<file path="src/design/gsls_pkg.sv">
`default_nettype none

package gsls_pkg;

    localparam int TABLE_ENTRIES = 128;
    localparam int IDX_W         = $clog2(TABLE_ENTRIES);

    localparam logic [15:0] RESET_PROB = 16'd9830;
    localparam logic [32:0] ONE_Q32    = 33'h1_0000_0000;
    localparam logic [31:0] MAX_LEN    = 32'hFFFF_FFFF;

    localparam logic REG_RESTART_PROB = 1'b0;

    // word travelling along the compare chain
    typedef struct packed {
        logic             valid;
        logic [15:0]      sample;
        logic             found;
        logic [IDX_W-1:0] idx;
    } t_token;

    // table fill stream from the builder into the chain
    typedef struct packed {
        logic        load;
        logic [15:0] entry;
    } t_fill;

endpackage

`default_nettype wire

</file>
<file path="src/design/gsls_cell.sv">
`default_nettype none

module gsls_cell (
    input  wire                 i_clk,
    input  wire                 i_rst_n,
    input  wire                 i_advance,
    input  wire                 i_load,
    input  wire  [15:0]         i_entry,
    output logic [15:0]         o_entry,
    input  gsls_pkg::t_token    i_tok,
    output gsls_pkg::t_token    o_tok
);

    logic [15:0]      r_entry;
    gsls_pkg::t_token r_tok;
    gsls_pkg::t_token n_tok;
    logic             w_hit;

    assign w_hit = i_tok.found || (r_entry >= i_tok.sample);

    always_comb begin
        n_tok       = i_tok;
        n_tok.found = w_hit;
        // count cells passed until the first entry not below the sample
        if (!w_hit) begin
            n_tok.idx = i_tok.idx + gsls_pkg::IDX_W'(1);
        end
    end

    // table entries shift towards cell 0 while the builder fills
    always_ff @(posedge i_clk) begin
        if (i_load) begin
            r_entry <= i_entry;
        end
    end

    always_ff @(posedge i_clk) begin
        if (!i_rst_n) begin
            r_tok.valid <= 1'b0;
        end else if (i_advance) begin
            r_tok <= n_tok;
        end
    end

    assign o_entry = r_entry;
    assign o_tok   = r_tok;

endmodule

`default_nettype wire

</file>
<file path="config.mk">
export PLATFORM = sky130hd
export DESIGN_NAME = gsls_cell
export DESIGN_NICKNAME = d
export VERILOG_FILES = /design/src/design/gsls_pkg.sv /design/src/design/gsls_cell.sv
export SDC_FILE = /design/constraint.sdc
export NUM_CORES = 1
export LEC_CHECK = 0
export BUFFER_PORTS_ARGS = -buffer_cell sky130_fd_sc_hd__buf_2
export CORE_ASPECT_RATIO = 1.75
export CORE_MARGIN = 2
export CORE_UTILIZATION = 41
export DETAILED_ROUTE_END_ITERATION = 7
export PLACE_DENSITY = 0.83
export REMOVE_ABC_BUFFERS = 1
export SYNTH_ARGS = -nofsm -noshare
export SYNTH_HDL_FRONTEND = slang
export SYNTH_SLANG_ARGS = --single-unit
</file>
<file path="constraint.sdc">
create_clock -name i_clk -period 2.2 [get_ports i_clk]
set_clock_uncertainty 0.2 [all_clocks]
set_input_delay 0.22 -clock i_clk [delete_from_list [all_inputs] [get_ports i_clk]]
set_output_delay 0.22 -clock i_clk [all_outputs]
set_load 0.02 [all_outputs]
</file>
==> impl_metrics.yaml <==
outcome:
  outcome: "finished, violations left"
  violations: "setup timing"
timing:
  period_share_pct: 103
  max_freq_mhz: 440
  finalSetupViolCount: 6
  fin_crit_ns: 2.27
  rsz0062_at_grt: "yes"
  drv_slew: 0
  worst_pin_slew_ns: 0.367
  setup_ws_ns: -0.0730
  hold_ws_ns: 0.00735
  maxSlewHeadroom_pct: 75.5
  finalHoldViolCount: 0
worst_setup_path:
  cp_data_arrival_time_ns: 2.11
  worstPathCellList: "ha_4 > a21oi_2 > nand2_1 > a2111oi_4 > a21boi_4 > nand4_1 > xnor2_1"
  startpoint_type: "register"
  crit_type: "register to register"
  path_buf_inv: 0
  crit_fanout: 7
  crit_required_ns: 2.04
  crit_path_max_incr_delay_ns: 0.43
  slowest_stage: "edfxtp_1"
  end_kind: "register"
  path_delay_family: "compound AO/OA/AOI/OAI gates"
place:
  dpl.hpwl_mm: 3.10
  place_area_sq_um: 2300
  portBuffers: 85
  gp_congestion: 0.682
cells_and_area:
  drive_gt1_share_pct: 46.0
  nNetsFinal: 313
  areaGrowthSynthToFinish_pct: 62.0
  insertedDiodeCount: 0
  layout_common_cells: "85 x buf_2, 40 x edfxtp_1, 33 x dlygate4sd3_1"
  final_common_cell: "buf_2"
  finalInstanceArea_sq_um: 2870
logic_synthesis:
  yosys.area.top_type: "edfxtp_1"
  synth_cell_type_count: 24
  syn_inst: 115
  yosys-top-cells-area: "edfxtp_1 68%, ha_1 12%, inv_1 3.6%"
  ys.warnings.count: 0
  synth_seq_area_share_pct: 69.0
  synth_top_cell_area_share_pct: 67.9
  ys_seq_elements: 41
  syn-cell-area_sq_um: 1770
  syn_avg_cell_area_sq_um: 15.4
drt:
  via_per_inst: 4.97
  drc: 0
  postRouteAntennaNets: 0
  drt_iter0_drc: 18
  first_pass_iters: 4
  dr_total_vias: 1497
  wl_per_cell_um: 15.8
  postRouteWirelength_mm: 4.77
die:
  die-area_sq_um: 4880
  dieWidth_um: 53.7
  num_rows: 31
  die_h_um: 90.9
  io_pins: 86
  coreArea_sq_um: 4150
  start_util_pct: 42.6
grt:
  track_usage_pct: 20.6
  grt_pass1_vias: 1621
  antenna_found_initial: 0
  grt_overflow: 0
  grt_pass1_wl_mm: 7.16
  grt_max_degree: 17
power:
  leakage_uw: 0.00128
  power.density_nw_per_um2: 635
  peakVddDrop_mv: 0.577
cts:
  cts_num_sinks: 41
  cts_buffer_depth: 2
  cts_max_level: 2
  clk_latency_ns: 0.29
  root_buffer: "clkbuf_8"
  path_clk_slew_ns: 0.09
  cts_buffers: 5
  cts_tree: "done"
hold_path:
  hp-class: "input port to register"
flow_run:
  cap_violations: 0
layout make-up:
class | count | area, sq um
fill | 287 | 1280
sequential | 41 | 1220
timing repair buffer | 129 | 838
multi-input combinational | 57 | 594
clock buffer | 6 | 72.6
inverter | 17 | 63.8
tap | 49 | 61.3
clock inverter | 2 | 15.0
worst paths after layout:
check,from,end,slack [ns],depth (start not counted)
max reg2reg,o_entry[14],o_tok[6],-0.07,7
min reg2reg,o_entry[15],o_tok[7],0.81,4
min,i_tok[10],o_tok[10],0.007,2
max,o_entry[14],o_tok[6],-0.07,7
cell families (layout without fill, tap and decap cells):
logic type	count (synthesis)	count (layout)	share of synthesized area, %
simple gates	21	21	6.37
flops	41	41	69.0
compound gates	12	12	5.45
mux	1	1	0.566
fa+ha+maj	17	17	12.0
buf+inv	17	154	3.61
xor+xnor	6	6	2.97
what timing repair did:
item | CTS | global route
pin swaps | 16 | 8
endpoints found under the hold margin | 32 | 1
gates resized for setup | 7 | 5
setup endpoints to repair | 8 | 8
hold buffers | 32 | 1
buffers inserted | 2 | 3
layer usage:
| layer | vias to the layer above | GRT usage, % | wire [um] |
|---|---|---|---|
| met5 | - | 0 | 0 |
| li1 | 696 | - | - |
| met3 | 6 | 5.79 | 339 |
| met4 | 0 | 7.48 | 67 |
| met2 | 68 | 40.0 | 2880 |
| met1 | 727 | 18.2 | 1490 |
stage by stage:
step | cells | setup slack, ns | TNS [ns] | power [uW] | utilization [%]
after global routing | 301 | -0.185 | -1.09 | 1890 | 69.1
after floorplan | 115 | -0.180 | -1.14 | 1110 | -
after CTS | 297 | -0.0611 | -0.216 | 1800 | 67.4
after global placement | 255 | -0.108 | -0.630 | 1240 | 55.4
after detailed placement | 255 | -0.217 | -1.33 | 1250 | 55.4
final | 301 | -0.0730 | -0.297 | 1820 | 69.1
cell usage after synthesis (all sizes together):
cell / number
a2111oi: 1
a211o: 2
a211oi: 1
a21boi: 1
a21oi: 3
a31oi: 1
and2: 1
and3: 2
and4: 1
dfxtp: 1
edfxtp: 40
ha: 17
inv: 17
mux2i: 1
nand2: 7
nand2b: 1
nand3: 1
nand4: 5
nor2: 1
nor2b: 2
o211ai: 2
o21ai: 1
xnor2: 6
sequential cells by signal, summed over array words and instances (netlist names):
name	flops
o_tok	25
o_entry	16
power breakdown:
part           internal [uW]  switching [uW]
logic                    187             205
clock network            224             261
registers                919            24.8
total                   1330             491
Power figures use the tool's default switching activity.
