--- src/design/gsls_pkg.sv ---
`default_nettype none

package gsls_pkg;

    localparam int TABLE_ENTRIES = 128;
    localparam int IDX_W         = $clog2(TABLE_ENTRIES);

    localparam logic [15:0] RESET_PROB = 16'd9830;
    localparam logic [32:0] ONE_Q32    = 33'h1_0000_0000;
    localparam logic [31:0] MAX_LEN    = 32'hFFFF_FFFF;

    localparam logic REG_RESTART_PROB = 1'b0;

    // word travelling along the compare chain
    typedef struct packed {
        logic             valid;
        logic [15:0]      sample;
        logic             found;
        logic [IDX_W-1:0] idx;
    } t_token;

    // table fill stream from the builder into the chain
    typedef struct packed {
        logic        load;
        logic [15:0] entry;
    } t_fill;

endpackage

`default_nettype wire

--- src/design/gsls_build.sv ---
`default_nettype none

module gsls_build (
    input  wire                 i_clk,
    input  wire                 i_rst_n,
    input  wire                 i_start,
    input  wire  [15:0]         i_prob,
    output gsls_pkg::t_fill     o_fill
);

    logic [32:0]                r_surv;
    logic [gsls_pkg::IDX_W-1:0] r_cnt;
    logic                       r_busy;
    logic [16:0]                w_keep;
    logic [49:0]                w_prod;
    logic [32:0]                w_surv_next;
    logic [32:0]                w_diff;

    assign w_keep      = 17'h1_0000 - {1'b0, i_prob};
    assign w_prod      = 50'(r_surv) * 50'(w_keep);
    assign w_surv_next = w_prod[48:16];
    assign w_diff      = gsls_pkg::ONE_Q32 - w_surv_next;

    always_comb begin
        o_fill.load = r_busy;
        // saturate when survival has dropped to zero
        if (w_diff[32]) begin
            o_fill.entry = 16'hFFFF;
        end else begin
            o_fill.entry = w_diff[31:16];
        end
    end

    always_ff @(posedge i_clk) begin
        if (!i_rst_n) begin
            r_busy <= 1'b1;
            r_cnt  <= '0;
            r_surv <= gsls_pkg::ONE_Q32;
        end else if (i_start) begin
            r_busy <= 1'b1;
            r_cnt  <= '0;
            r_surv <= gsls_pkg::ONE_Q32;
        end else if (r_busy) begin
            r_surv <= w_surv_next;
            r_cnt  <= r_cnt + gsls_pkg::IDX_W'(1);
            if (r_cnt == gsls_pkg::IDX_W'(gsls_pkg::TABLE_ENTRIES - 1)) begin
                r_busy <= 1'b0;
            end
        end
    end

endmodule

`default_nettype wire

--- config.mk ---
export PLATFORM = sky130hd
export DESIGN_NAME = gsls_build
export DESIGN_NICKNAME = d
export VERILOG_FILES = /design/src/design/gsls_pkg.sv /design/src/design/gsls_build.sv
export SDC_FILE = /design/constraint.sdc
export NUM_CORES = 1
export LEC_CHECK = 0
export BUFFER_PORTS_ARGS = -buffer_cell sky130_fd_sc_hd__buf_2
export CORE_ASPECT_RATIO = 1.2
export CORE_UTILIZATION = 65
export CTS_CLUSTER_DIAMETER = 50
export DETAILED_ROUTE_END_ITERATION = 10
export GPL_ROUTABILITY_DRIVEN = 0
export HOLD_SLACK_MARGIN = 0.1
export PLACE_DENSITY_LB_ADDON = 0.15
export SYNTH_ARGS = -nofsm -noshare
export SYNTH_HDL_FRONTEND = slang
export SYNTH_SLANG_ARGS = --single-unit
--- constraint.sdc ---
create_clock -name i_clk -period 14.18 [get_ports i_clk]
set_input_delay 0.709 -clock i_clk [delete_from_list [all_inputs] [get_ports i_clk]]
set_output_delay 0.709 -clock i_clk [all_outputs]
set_load 0.03 [all_outputs]
==> results.sh <==
export IMPL_synth_ff_type="dfxtp_1"
export IMPL_finalCriticalPeriod_ns=11.76
export IMPL_cts_max_path_buffers=2
export IMPL_synthCells=2449
export IMPL_wire_per_inst_um=20.4
export IMPL_clk_pin_slew_ns=0.06
export IMPL_avgSynthCellArea_um2=8.30
export IMPL_ant_nets=0
export IMPL_synthArstFlopShare_pct=0
export IMPL_grt_pass1_vias=18100
export IMPL_grtUsageTotal_pct=37.4
export IMPL_core_region_area_um2=30700
export IMPL_slew_headroom_pct=23.3
export IMPL_rows=70
export IMPL_slowest_stage="fa_1"
export IMPL_vias=16500
export IMPL_fmax_ghz=0.0850
export IMPL_finalHoldViolCount=0
export IMPL_antenna_found_initial=1
export IMPL_start_kind="input port"
export IMPL_cts_buffers_inserted=5
export IMPL_synth_cell_types=80
export IMPL_worstPathBufferInverterCount=8
export IMPL_yosys_area_top_type="fa_1"
export IMPL_hp_class="reg -> reg"
export IMPL_fin_nets=2977
export IMPL_mostFrequentLayoutCell="inv_1"
export IMPL_grt_max_degree=40
export IMPL_clockRootBuffer="clkbuf_16"
export IMPL_criticalPathCategory="in -> out"
export IMPL_yosys_warnings=0
export IMPL_start_util_pct=66.3
export IMPL_rsz0062_at_grt="no"
export IMPL_path_delay_family="simple AND/OR/NAND/NOR gates"
export IMPL_dr_pass1_iters=7
export IMPL_area_growth_synth_to_final_pct=2.86
export IMPL_cp_required_ns=13.47
export IMPL_yosys_top_cells_area="fa_1 (45%), inv_1 (10%), nand2_1 (8.4%)"
export IMPL_cts_htree_levels=2
export IMPL_crit_top_cell="fa_1"
export IMPL_status="complete, no violations"
export IMPL_syn_nets=3049
export IMPL_slowest_delay_ns=0.55
export IMPL_insertion_delay_ns=0.29
export IMPL_cts_resized=0
export IMPL_dr_first_iter_drc_count=1309
export IMPL_synth_edf_count=0
export IMPL_routed_wl_mm=56.5
export IMPL_die_w_um=163
export IMPL_drv_cap=0
export IMPL_synth_top_area_share_pct=45.4
export IMPL_vias_per_cell=5.96
export IMPL_die_area_um2=32000
export IMPL_layout_common_cells="inv_1 (564), fa_1 (461), nand2_1 (454), and2_1 (162), ha_1 (120)"
export IMPL_drc=0
export IMPL_hold_buffers=0
export IMPL_critPathMaxFanout=34
export IMPL_drive_above_1_share_pct=5.17
export IMPL_grt_pass1_wl_mm=91.4
export IMPL_synth_seq_cells=41
export IMPL_place_hpwl_mm=43.0
export IMPL_gr_total_overflow=0
export IMPL_ys_seq_area_share_pct=4.04
export IMPL_io_buffers=35
export IMPL_pin_count=36
export IMPL_cts_sinks=41
export IMPL_tightest_slew_ns=1.15
export IMPL_crit_arrival_ns=11.05
export IMPL_die_h_um=196
export IMPL_finClkSkew_ns=0.00663
export IMPL_drv_slew=0
export IMPL_crit_path_end_kind="primary output"
export IMPL_synth_area_um2=20300
export IMPL_setup_viol=0
export IMPL_cts_setup_buffers=0
export IMPL_cts_tree="yes"
export IMPL_finalCritPeriodShare_pct=83.0
export IMPL_final_setup_tns_ns=0
-- kinds of logic after synthesis --
| logic type | Yosys count | share of synthesized area [%] |
|---|---|---|
| flops | 41 | 4.04 |
| mux | 17 | 0.843 |
| simple gates | 828 | 19.2 |
| compound gates | 220 | 7.42 |
| xor+xnor | 55 | 2.37 |
| buf+inv | 707 | 13.3 |
| fa+ha+maj | 581 | 52.8 |
-- tightest hold or removal path, stage by stage (launching register included) --
cell and delay, ns:
dfxtp_1 0.32, o21ai_0 0.07, a21oi_1 0.06
-- per-stage QoR --
stage / std cells / worst slack (ns) / hold WS [ns] / utilization (%) / instance area (um2)
after CTS: 2774 / 2.50 / 0.497 / 68.2 / 20900
after floorplan: 2449 / 4.24 / 0.458 / - / 20300
after global routing: 2775 / 1.79 / 0.541 / 68.2 / 20900
after global placement: 2766 / 2.70 / 0.468 / 67.6 / 20700
after detailed placement: 2766 / 2.55 / 0.487 / 67.6 / 20700
final: 2775 / 2.42 / 0.496 / 68.2 / 20900
-- metal layers --
| layer | global-route usage [%] | share of wire (%) | vias up |
|---|---|---|---|
| met5 | 0 | 0 | - |
| met4 | 22.5 | 7.1 | 0 |
| met3 | 4.55 | 6.8 | 274 |
| met2 | 68.1 | 53 | 844 |
| met1 | 41.2 | 33 | 8302 |
| li1 | - | - | 7125 |
-- layout make-up --
cell class	count	area, um2
diodes	1	2.50
clock buffers	5	125
clock inverters	3	46.3
fillers	2559	9750
inverters	564	2120
multi-input cells	1701	16900
flip-flops and latches	41	822
well taps	396	495
repair buffers	64	393
-- final timing paths --
check	start	end	slack, ns	cells after the start
max reg2reg	r_surv[23]$_SDFFE_PP0P_	r_surv[32]$_SDFFE_PP1P_	6.44	22
max	i_prob[0]	o_fill[9]	2.42	34
min reg2reg	r_cnt[6]$_SDFFE_PP0P_	r_cnt[6]$_SDFFE_PP0P_	0.50	2
min	r_cnt[6]$_SDFFE_PP0P_	r_cnt[6]$_SDFFE_PP0P_	0.50	2
-- synthesized netlist by cell type, drive strengths merged (4+ instances only) --
| master | instances |
|---|---|
| a211o | 6 |
| a211oi | 13 |
| a21boi | 4 |
| a21o | 16 |
| a21oi | 65 |
| a31oi | 7 |
| and2 | 162 |
| and3 | 22 |
| buf | 23 |
| clkbuf | 120 |
| dfxtp | 41 |
| fa | 461 |
| ha | 120 |
| inv | 564 |
| mux2i | 16 |
| nand2 | 454 |
| nand2b | 7 |
| nand3 | 24 |
| nand4 | 17 |
| nand4b | 4 |
| nor2 | 78 |
| nor2b | 7 |
| nor3 | 22 |
| nor4 | 7 |
| nor4b | 4 |
| o211ai | 11 |
| o21a | 11 |
| o21ai | 43 |
| o21bai | 5 |
| o31ai | 6 |
| or2 | 7 |
| or3 | 7 |
| xnor2 | 31 |
| xor2 | 24 |
-- state kept, by name (all words and copies together) (netlist names) --
| name | count |
|---|---|
| r_busy | 1 |
| r_cnt | 7 |
| r_surv | 33 |
Power is not shown: default switching activity piles up to over one toggle a cycle in this logic, so the estimate is an artifact.
